==> src/design/ppl_ram.sv <==
// ----------------------------------------------------------------------------
// ppl_ram
// Generic single-write, single-read RAM with registered read data.
// ----------------------------------------------------------------------------
module ppl_ram #(
  parameter int WIDTH = 8,
  parameter int DEPTH = 256
) (
  input  logic                     clk,
  input  logic                     we,
  input  logic [$clog2(DEPTH)-1:0] waddr,
  input  logic [WIDTH-1:0]         wdata,
  input  logic [$clog2(DEPTH)-1:0] raddr,
  output logic [WIDTH-1:0]         rdata
);

  logic [WIDTH-1:0] mem [DEPTH];

  always_ff @(posedge clk) begin
    if (we) begin
      mem[waddr] <= wdata;
    end
    rdata <= mem[raddr];
  end

endmodule

==> config.mk <==
export PLATFORM = sky130hd
export DESIGN_NAME = ppl_ram
export DESIGN_NICKNAME = d
export VERILOG_FILES = /design/src/design/ppl_ram.sv
export SDC_FILE = /design/constraint.sdc
export NUM_CORES = 2
export LEC_CHECK = 0
export BUFFER_PORTS_ARGS = -buffer_cell sky130_fd_sc_hd__buf_2
export CORE_UTILIZATION = 57
export DETAILED_ROUTE_END_ITERATION = 12
export PLACE_DENSITY = 0.76
export SYNTH_ARGS = -nofsm -noshare
export SYNTH_HDL_FRONTEND = slang
export SYNTH_SLANG_ARGS = --single-unit
export TNS_END_PERCENT = 100
==> constraint.sdc <==
create_clock -name clk -period 2.1 [get_ports clk]
set_input_delay 0.315 -clock clk [delete_from_list [all_inputs] [get_ports clk]]
set_output_delay 0.315 -clock clk [all_outputs]
set_load 0.02 [all_outputs]
==> metrics.md <==
| Metric | Value |
|---|---|
| Post-CTS setup buffer count | `0` |
| Initial drt markers | `6227` |
| Syn Inst Count | `3733` |
| Max Fclk | `451 MHz` |
| Synth async-reset ratio | `0%` |
| Critical Path End Type | `register` |
| Die extent in x | `376 µm` |
| WHS Path Cells | `1` |
| DR WL/cell | `31.0 µm` |
| Die area | `0.141 mm²` |
| Worst-skew pair later-pin latency | `850 ps` |
| DR vias | `42221` |
| Tmin final | `2220 ps` |
| Final instance count without filler cells | `6448` |
| Critical path fanouts, max | `1` |
| Slew @ Worst Pin | `854 ps` |
| Worst Setup Start Kind | `register` |
| Clk buf depth | `3` |
| Design area | `0.0939 mm²` |
| Reg2reg end | `rdata[7]` |
| Placeable Area | `0.138 mm²` |
| Cell Area, Placed | `0.0871 mm²` |
| DRC violations left | `0` |
| Pre-antenna DRT Iters | `6` |
| Routability Congestion | `0.887` |
| Library cells used by synthesis | `55` |
| Setup TNS | `-427 ps` |
| Crit path launch | `mem[83][7]` |
| Most common flop cell mapped by yosys | `edfxtp_1` |
| Clk slew on worst S/H paths | `60 ps` |
| Seq cells post-synth | `2056` |
| Crit path kind | `reg -> reg` |
| Mapped cell area | `0.0796 mm²` |
| Status | `finished, violations left` |
| Root buffer cell | `clkbuf_16` |
| Max Cap Violations | `0` |
| Failing checks | `negative setup slack` |
| Synth warn | `0` |
| Via density | `6.55` |
| CTS Sinks | `2056` |
| Vias in the first global route | `42573` |
| Syn Nets | `3759` |
| Max-Slew Margin vs Limit | `43.1%` |
| FP Rows | `136` |
| Worst hold path class | `in -> reg` |
| FF-to-FF setup slack | `-120 ps` |
| Die height | `376 µm` |
| Critical Path Sink | `rdata[7]` |
| Initial antenna violation count | `11` |
| HPWL after DPL | `127000 µm` |
| Layout cell share with drive strength beyond 1 | `33.7%` |
| RSZ-0062 raised after global routing | `true` |
| Arrival time worst endpoint | `2950 ps` |
| Max-slew violations | `0` |
| R2R cell count | `6` |
| Most frequent cells in the layout | `2048 x edfxtp_1, 591 x buf_4, 455 x mux4_2, 264 x nor2_1, 200 x clkbuf_16` |
| Nets | `4449` |
| Worst hold slack | `51.0 ps` |
| IO Count | `34` |
| CTS buffer count | `198` |
| Origin of the critical flop-to-flop path | `mem[83][7]` |
| Port Buffer Count | `33` |
| CTS H-tree depth | `4` |
| CTS tree | `yes` |
| Initial Utilization | `57.6%` |
| Register area share after synthesis | `77.5%` |
| Clock Skew | `46.7 ps` |
| Inst Count DP | `6082` |
| Remaining Overflow, GRT | `0` |
| Largest net degree at the start of global routing | `113` |
| Max IR drop VDD | `0.000774 V` |
| Leak | `30.5 nW` |
| Final Cycle Share | `106%` |
| Setup ws final | `-117 ps` |
| Final ANT Viol Nets | `0` |
| P&R area growth vs syn | `18.0%` |
| Leading cell type in the layout, fill and taps excluded | `edfxtp_1` |
| Number of synthesized flops with an enable pin | `2048` |
| Gr usage total | `28.8%` |
| Total Wirelength | `200000 µm` |
| First-pass GRT wire length | `290000 µm` |
| Power Density | `900 mW/mm²` |
| Fin. Hold Viols | `0` |
| Pwr Total | `0.0845 W` |
| CP required | `2840 ps` |
| # setup viols final | `7` |
| Synth Area per Inst | `21.3 µm²` |
## per-stage QoR
step | setup WS, ps | utilization (%)
2_1_floorplan | -33.8 | -
3_3_place_gp | -1250 | 63.1
3_5_place_dp | -1290 | 63.1
4_1_cts | -191 | 67.8
5_1_grt | -133 | 68.0
6_report | -117 | 68.0
## layer usage
metal  vias up  part of all wire (%)  global-route usage [%]
li1      17089                     -                       -
met1     21739                    37                    39.8
met2      2898                    48                    44.4
met3       477                    12                    7.18
met4        18                   4.0                    11.7
met5         -                 0.059                       0
## power by group
group / switching (W) / internal [W]
combinational: 0.00291 / 0.00199
clock: 0.0151 / 0.0192
sequential: 0.0000723 / 0.0452
## Yosys cell counts (3+ instances only)
cell / instances / share of area (%)
nor2b_1: 31 / 0.24
a21oi_1: 96 / 0.60
nor4_2: 3 / 0.047
buf_12: 8 / 0.20
nor3_1: 22 / 0.14
nor2_1: 282 / 1.3
buf_1: 22 / 0.10
o21ai_0: 10 / 0.063
nor4_1: 24 / 0.19
edfxtp_1: 2048 / 77
clkbuf_1: 111 / 0.52
and2_1: 6 / 0.047
nand4_1: 10 / 0.079
or2_2: 4 / 0.031
mux2i_1: 134 / 1.7
mux4_2: 454 / 13
nand2b_1: 8 / 0.063
dfxtp_1: 8 / 0.20
a211oi_1: 16 / 0.15
buf_2: 31 / 0.20
o32ai_1: 4 / 0.044
o221ai_1: 46 / 0.51
a221oi_1: 13 / 0.14
buf_4: 27 / 0.25
nand2_1: 33 / 0.16
o22a_1: 5 / 0.055
o22ai_1: 28 / 0.22
nand3_1: 34 / 0.21
a22o_1: 8 / 0.088
buf_8: 13 / 0.25
buf_6: 21 / 0.30
o211ai_1: 10 / 0.094
a22oi_1: 133 / 1.3
## layout make-up
type                    instances  area (µm²)
flip-flops and latches       2056       61700
fillers                      8178       44100
multi-input cells            1442       17000
repair buffers                723        6620
clock buffers                 236        5140
well taps                    1863        2330
clock inverters               124        1090
inverters                       2        7.51
diodes                          2        5.00
## cells by family after synthesis
group / count (synthesis) / synth area share, %
flops: 2056 / 77.5
mux: 591 / 14.6
buf+inv: 235 / 1.83
compound gates: 385 / 3.42
simple gates: 466 / 2.63
## critical path, cell delays in order (launching register included)
cell      delay [ps]
edfxtp_1         360
mux4_2           510
mux4_2           540
nor2b_4          170
nor4_4           300
buf_4            180
nor4_2            40
## worst min path at each step
stage	slack [ps]	start	endpoint
2_1_floorplan	410	wdata[0]	mem[0][0]
3_3_place_gp	650	wdata[5]	mem[148][5]
3_5_place_dp	660	wdata[5]	mem[148][5]
4_1_cts	5	wdata[4]	mem[224][4]
5_1_grt	30	wdata[4]	mem[224][4]
6_report	50	wdata[4]	mem[224][4]
## flip-flops by register name, summed over array words and instances (netlist names)
register	flops
mem	2048
rdata	8
## what timing repair did
action / 4_1_cts / 5_1_grt
resized for setup: 44 / 40
hold endpoints to repair: 180 / 0
setup endpoints to repair: 8 / 8
pin swaps: 27 / 25
hold buffers: 6 / 0
Note: power is estimated with default switching activity, not from simulation.
