`config.mk`:
```
export PLATFORM = sky130hd
export DESIGN_NAME = ppl_scan
export DESIGN_NICKNAME = d
export VERILOG_FILES = /design/src/design/ppl_scan.sv
export SDC_FILE = /design/constraint.sdc
export NUM_CORES = 1
export LEC_CHECK = 0
export ABC_AREA = 1
export BUFFER_PORTS_ARGS = -buffer_cell sky130_fd_sc_hd__buf_2
export CAP_MARGIN = 5
export CORE_ASPECT_RATIO = 0.8
export CORE_MARGIN = 4
export CORE_UTILIZATION = 47
export CTS_BUF_LIST = sky130_fd_sc_hd__clkbuf_4 sky130_fd_sc_hd__clkbuf_8 sky130_fd_sc_hd__clkbuf_16
export CTS_CLUSTER_SIZE = 24
export DETAILED_ROUTE_END_ITERATION = 16
export PLACE_DENSITY_LB_ADDON = 0.08
export SLEW_MARGIN = 20
export SYNTH_ARGS = -nofsm -noshare
export SYNTH_HDL_FRONTEND = slang
export SYNTH_SLANG_ARGS = --single-unit
export TNS_END_PERCENT = 20
```
`constraint.sdc`:
```
create_clock -name clk -period 4.5 [get_ports clk]
set_input_delay 1.125 -clock clk [delete_from_list [all_inputs] [get_ports clk]]
set_output_delay 1.125 -clock clk [all_outputs]
set_load 0.01 [all_outputs]
```
`src/design/ppl_scan.sv`:
```
// ----------------------------------------------------------------------------
// ppl_scan
// Tracks the oldest evictable page seen during one pass over the page store.
// ----------------------------------------------------------------------------
module ppl_scan #(
  parameter int PW         = 8,
  parameter int STAMP_BITS = 32
) (
  input  logic                  clk,
  input  logic                  rst,
  input  logic                  clear,
  input  logic                  valid,
  input  logic [PW-1:0]         idx,
  input  logic                  in_use,
  input  logic                  resident,
  input  logic                  comp,
  input  logic [STAMP_BITS-1:0] stamp,
  output logic                  found,
  output logic [PW-1:0]         best_idx,
  output logic                  best_comp,
  output logic [STAMP_BITS-1:0] best_stamp
);

  logic take;

  assign take = valid && !in_use && resident && (!found || (stamp < best_stamp));

  always_ff @(posedge clk) begin
    if (rst || clear) begin
      found <= 1'b0;
    end else if (take) begin
      found <= 1'b1;
    end
  end

  always_ff @(posedge clk) begin
    if (take) begin
      best_idx   <= idx;
      best_comp  <= comp;
      best_stamp <= stamp;
    end
  end

endmodule

```
==> reports/results.md <==
Clock network
- **clock tree root driver cell** sky130_fd_sc_hd__clkbuf_8
- **CTS tree** yes
- **clock sinks** 42
- **# Post-CTS Setup Buffers** 0
- **Gates resized, CTS repair** 0
- **buffer depth of the longest clock path** 2
- **# hold bufs at CTS** 0
- **Clock Latency Late Sink** 0.29 ns
- **clock input transition at the sequential cells of the worst setup and hold paths** 0.08 ns
- **htree depth** 2
- **number of buffers added by the clock tree synthesis step** 5

STA
- **Final Cycle Share** 65.0%
- **Tightest Pin Transition** 0.579 ns
- **clock period minus final worst setup slack** 2.92 ns
- **setup tns final** 0 ns
- **unrepaired setup endpoints after global routing** no
- **upper clock frequency limit** 342 MHz
- **worst max-slew margin expressed relative to the limit** 61.3%
- **final count of hold timing violations** 0
- **final-report max-slew violation count** 0
- **setup violation total in the final timing report** 0
- **clock skew after layout** 0.00664 ns

Worst setup path
- **worst r2r dst** best_idx[2]
- **worst reg2reg path depth** 10
- **flop2flop setup slack** 2.13 ns
- **FF-to-FF Start** best_stamp[17]
- **termination of the worst setup path** best_idx[2]
- **Critical Path Source Type** primary input
- **maximum net fanout on the critical path** 26
- **Critical Path Sink Type** flip-flop
- **crit path DAT** 2.92 ns
- **first element of the critical path** stamp[5]
- **critical path required time** 4.49 ns
- **CP Class** primary input to flip-flop

Power and ir drop
- **internal power summed over all cells** 0.000590 W
- **Pwr Density** 282 nW/um2
- **relative contribution of sequential cells to total power** 58.1%
- **leakage power summed over all cells** 1.38 nW
- **switch share** 23.3%
- **Net Sw Power** 0.000179 W
- **worst-case vdd ir drop** 218 uV
- **Gate power share** 12.3%
- **part of the power in the clock network** 29.6%

Floorplan
- **x dimension of the die** 82.8 um
- **core area** 4260 um2
- **standard-cell rows** 21
- **die span in y** 67.9 um
- **initial standard-cell utilization of the core** 49.5%
- **floorplan die area** 5620 um2
- **IO Pins** 89

Place
- **count of buffers from port buffering** 88
- **post-DP HPWL** 3.29 mm
- **placed cell count** 326
- **final estimated routing congestion in global placement** 0.716

Logic synthesis
- **synthesized flop and latch total** 42
- **Mapped Avg Cell Area** 11.7 um2
- **main area contributors after synthesis** sky130_fd_sc_hd__edfxtp_1 (58%), sky130_fd_sc_hd__ha_1 (18%), sky130_fd_sc_hd__inv_1 (7.1%), sky130_fd_sc_hd__nand2_1 (5.3%), sky130_fd_sc_hd__a21oi_1 (2.6%)
- **syn nets** 258
- **part of the Yosys area used for sequential elements** 59.4%
- **Distinct cells, synth** 16
- **top cell type by total area after synthesis** sky130_fd_sc_hd__edfxtp_1
- **fraction of post-synthesis cell area in the top cell type by area** 58.5%
- **post-synthesis cell area** 2110 um2
- **number of instances in the synthesized netlist** 180
- **synth warn** 0

Global routing
- **number of global-route vias before repair** 1531
- **Overflow after GRT** 0
- **global-route wire length before repair** 6.67 mm
- **overall global routing resource usage** 15.1%
- **maximum number of pins on one net before global-route repair** 27
- **number of antenna violations at the first check in global routing** 0

Final layout
- **number of fillers in the final layout** 376
- **share of post-route cells with drive strength above 1** 37.0%
- **Final Instance Count excl. Fillers** 333
- **net count reported at finish** 354
- **antenna cells** 0
- **layout overhead on the synthesized area** 29.4%

Min path
- **path category of the worst min-delay check** flip-flop to flip-flop

Route
- **Antenna Nets Post-Route** 0
- **vias per std cell** 4.50
- **wirelength, routed** 4.01 mm
- **routed length per instance** 12.0 um
- **number of design-rule violations left by the first detailed-router iteration** 30
- **DRC** 0
- **Detailed Routing Iterations Pass 1** 3
- **total number of vias** 1497

Run status
- **result of the run** completed

Flow run
- **number of max-capacitance violations reported** 0

-- how the worst min path moves through the flow --
stage | startpoint | slack (ns) | end | cells past startpoint
finish | found | 0.59 | found | 2
global route | found | 0.64 | found | 2
CTS | found | 0.59 | found | 2
detailed placement | found | 0.58 | found | 2
global placement | found | 0.58 | found | 2
floorplan | found | 0.57 | found | 2
-- state kept, by name, summed over array words and instances, names as in the netlist --
register and flops:
best_stamp 32, best_idx 8, best_comp 1, found 1
-- cells by family (layout without fill, tap and decap cells) --
logic type               after synthesis  in the layout  share of synthesized area, %
adder cells (fa/ha/maj)               31             31                          18.4
AND/OR/NAND/NOR                       45             45                          8.73
AO/OA/AOI/OAI                         22             22                          6.30
flip-flops                            42             42                          59.4
buffers and inverters                 40            136                          7.13
-- synth_stat cells --
master	count
sky130_fd_sc_hd__nand2_1	30
sky130_fd_sc_hd__edfxtp_1	41
sky130_fd_sc_hd__inv_1	40
sky130_fd_sc_hd__o21a_1	1
sky130_fd_sc_hd__ha_1	31
sky130_fd_sc_hd__a21oi_1	11
sky130_fd_sc_hd__nand3_1	3
sky130_fd_sc_hd__nor2_1	8
sky130_fd_sc_hd__nor3_1	2
sky130_fd_sc_hd__nor3_2	1
sky130_fd_sc_hd__a21oi_2	5
sky130_fd_sc_hd__nand4_1	1
sky130_fd_sc_hd__dfxtp_1	1
sky130_fd_sc_hd__a31oi_1	1
sky130_fd_sc_hd__o21ai_1	1
sky130_fd_sc_hd__o21ai_0	3
-- through the flow --
step	area, um2	setup WS (ns)	hold slack, ns	total power [W]	util, %
final	2720	1.58	0.592	0.000769	64.0
after global routing	2720	1.40	0.641	0.000812	64.0
after CTS	2720	1.52	0.593	0.000779	64.0
after detailed placement	2650	1.23	0.583	0.000552	62.1
after global placement	2650	1.23	0.580	0.000549	62.1
after floorplan	2110	0.949	0.570	0.000505	-
-- worst max-delay path, cell delays in order --
cell	delay, ns
sky130_fd_sc_hd__buf_2	0.10
sky130_fd_sc_hd__ha_1	0.31
sky130_fd_sc_hd__a21oi_2	0.13
sky130_fd_sc_hd__nor2_1	0.06
sky130_fd_sc_hd__nor3_2	0.10
sky130_fd_sc_hd__nand2_1	0.08
sky130_fd_sc_hd__nand2_1	0.06
sky130_fd_sc_hd__nand2_1	0.05
sky130_fd_sc_hd__nand2_1	0.05
sky130_fd_sc_hd__nand2_1	0.08
sky130_fd_sc_hd__a21oi_4	0.49
sky130_fd_sc_hd__buf_12	0.26
-- area by class of cell --
type | count | area (um2) | area share [%]
clock buffers | 5 | 68.8 | 2.53
clock inverters | 2 | 10.0 | 0.367
inverters | 40 | 150 | 5.51
multi-input cells | 98 | 712 | 26.1
flip-flops and latches | 42 | 1250 | 45.9
well taps | 57 | 71.3 | 2.62
repair buffers | 89 | 460 | 16.9
-- layer usage --
metal / up-vias / wire (um) / track usage [%] / part of all wire, %
met5: - / 0 / 0 / 0
met4: 0 / 23 / 4.90 / 0.57
met3: 4 / 433 / 7.70 / 11
met2: 52 / 1750 / 24.4 / 44
met1: 646 / 1800 / 17.9 / 45
li1: 795 / - / - / -
-- placed cells by master, fill, tap and decap left out --
cell / n
sky130_fd_sc_hd__inv_1: 40
sky130_fd_sc_hd__edfxtp_1: 41
sky130_fd_sc_hd__nand4_1: 1
sky130_fd_sc_hd__buf_12: 1
sky130_fd_sc_hd__nor2_1: 8
sky130_fd_sc_hd__a21oi_2: 4
sky130_fd_sc_hd__nor3_1: 2
sky130_fd_sc_hd__nor3_2: 1
sky130_fd_sc_hd__o21ai_0: 3
sky130_fd_sc_hd__nand2_1: 30
sky130_fd_sc_hd__o21a_1: 1
sky130_fd_sc_hd__a21oi_4: 1
sky130_fd_sc_hd__ha_1: 31
sky130_fd_sc_hd__a21oi_1: 11
sky130_fd_sc_hd__clkbuf_8: 5
sky130_fd_sc_hd__nand3_1: 3
sky130_fd_sc_hd__o21ai_1: 1
sky130_fd_sc_hd__clkinv_2: 2
sky130_fd_sc_hd__dfxtp_1: 1
sky130_fd_sc_hd__a31oi_1: 1
sky130_fd_sc_hd__buf_2: 88
-- power by group through the flow --
stage / clock network, W / logic (W) / registers [W]
final: 0.000228 / 0.0000948 / 0.000446
after global routing: 0.000254 / 0.000111 / 0.000448
after CTS: 0.000235 / 0.0000972 / 0.000447
after detailed placement: 0 / 0.0000965 / 0.000456
after global placement: 0 / 0.0000942 / 0.000455
after floorplan: 0 / 0.0000435 / 0.000461
(Power assumes the default switching activity.)
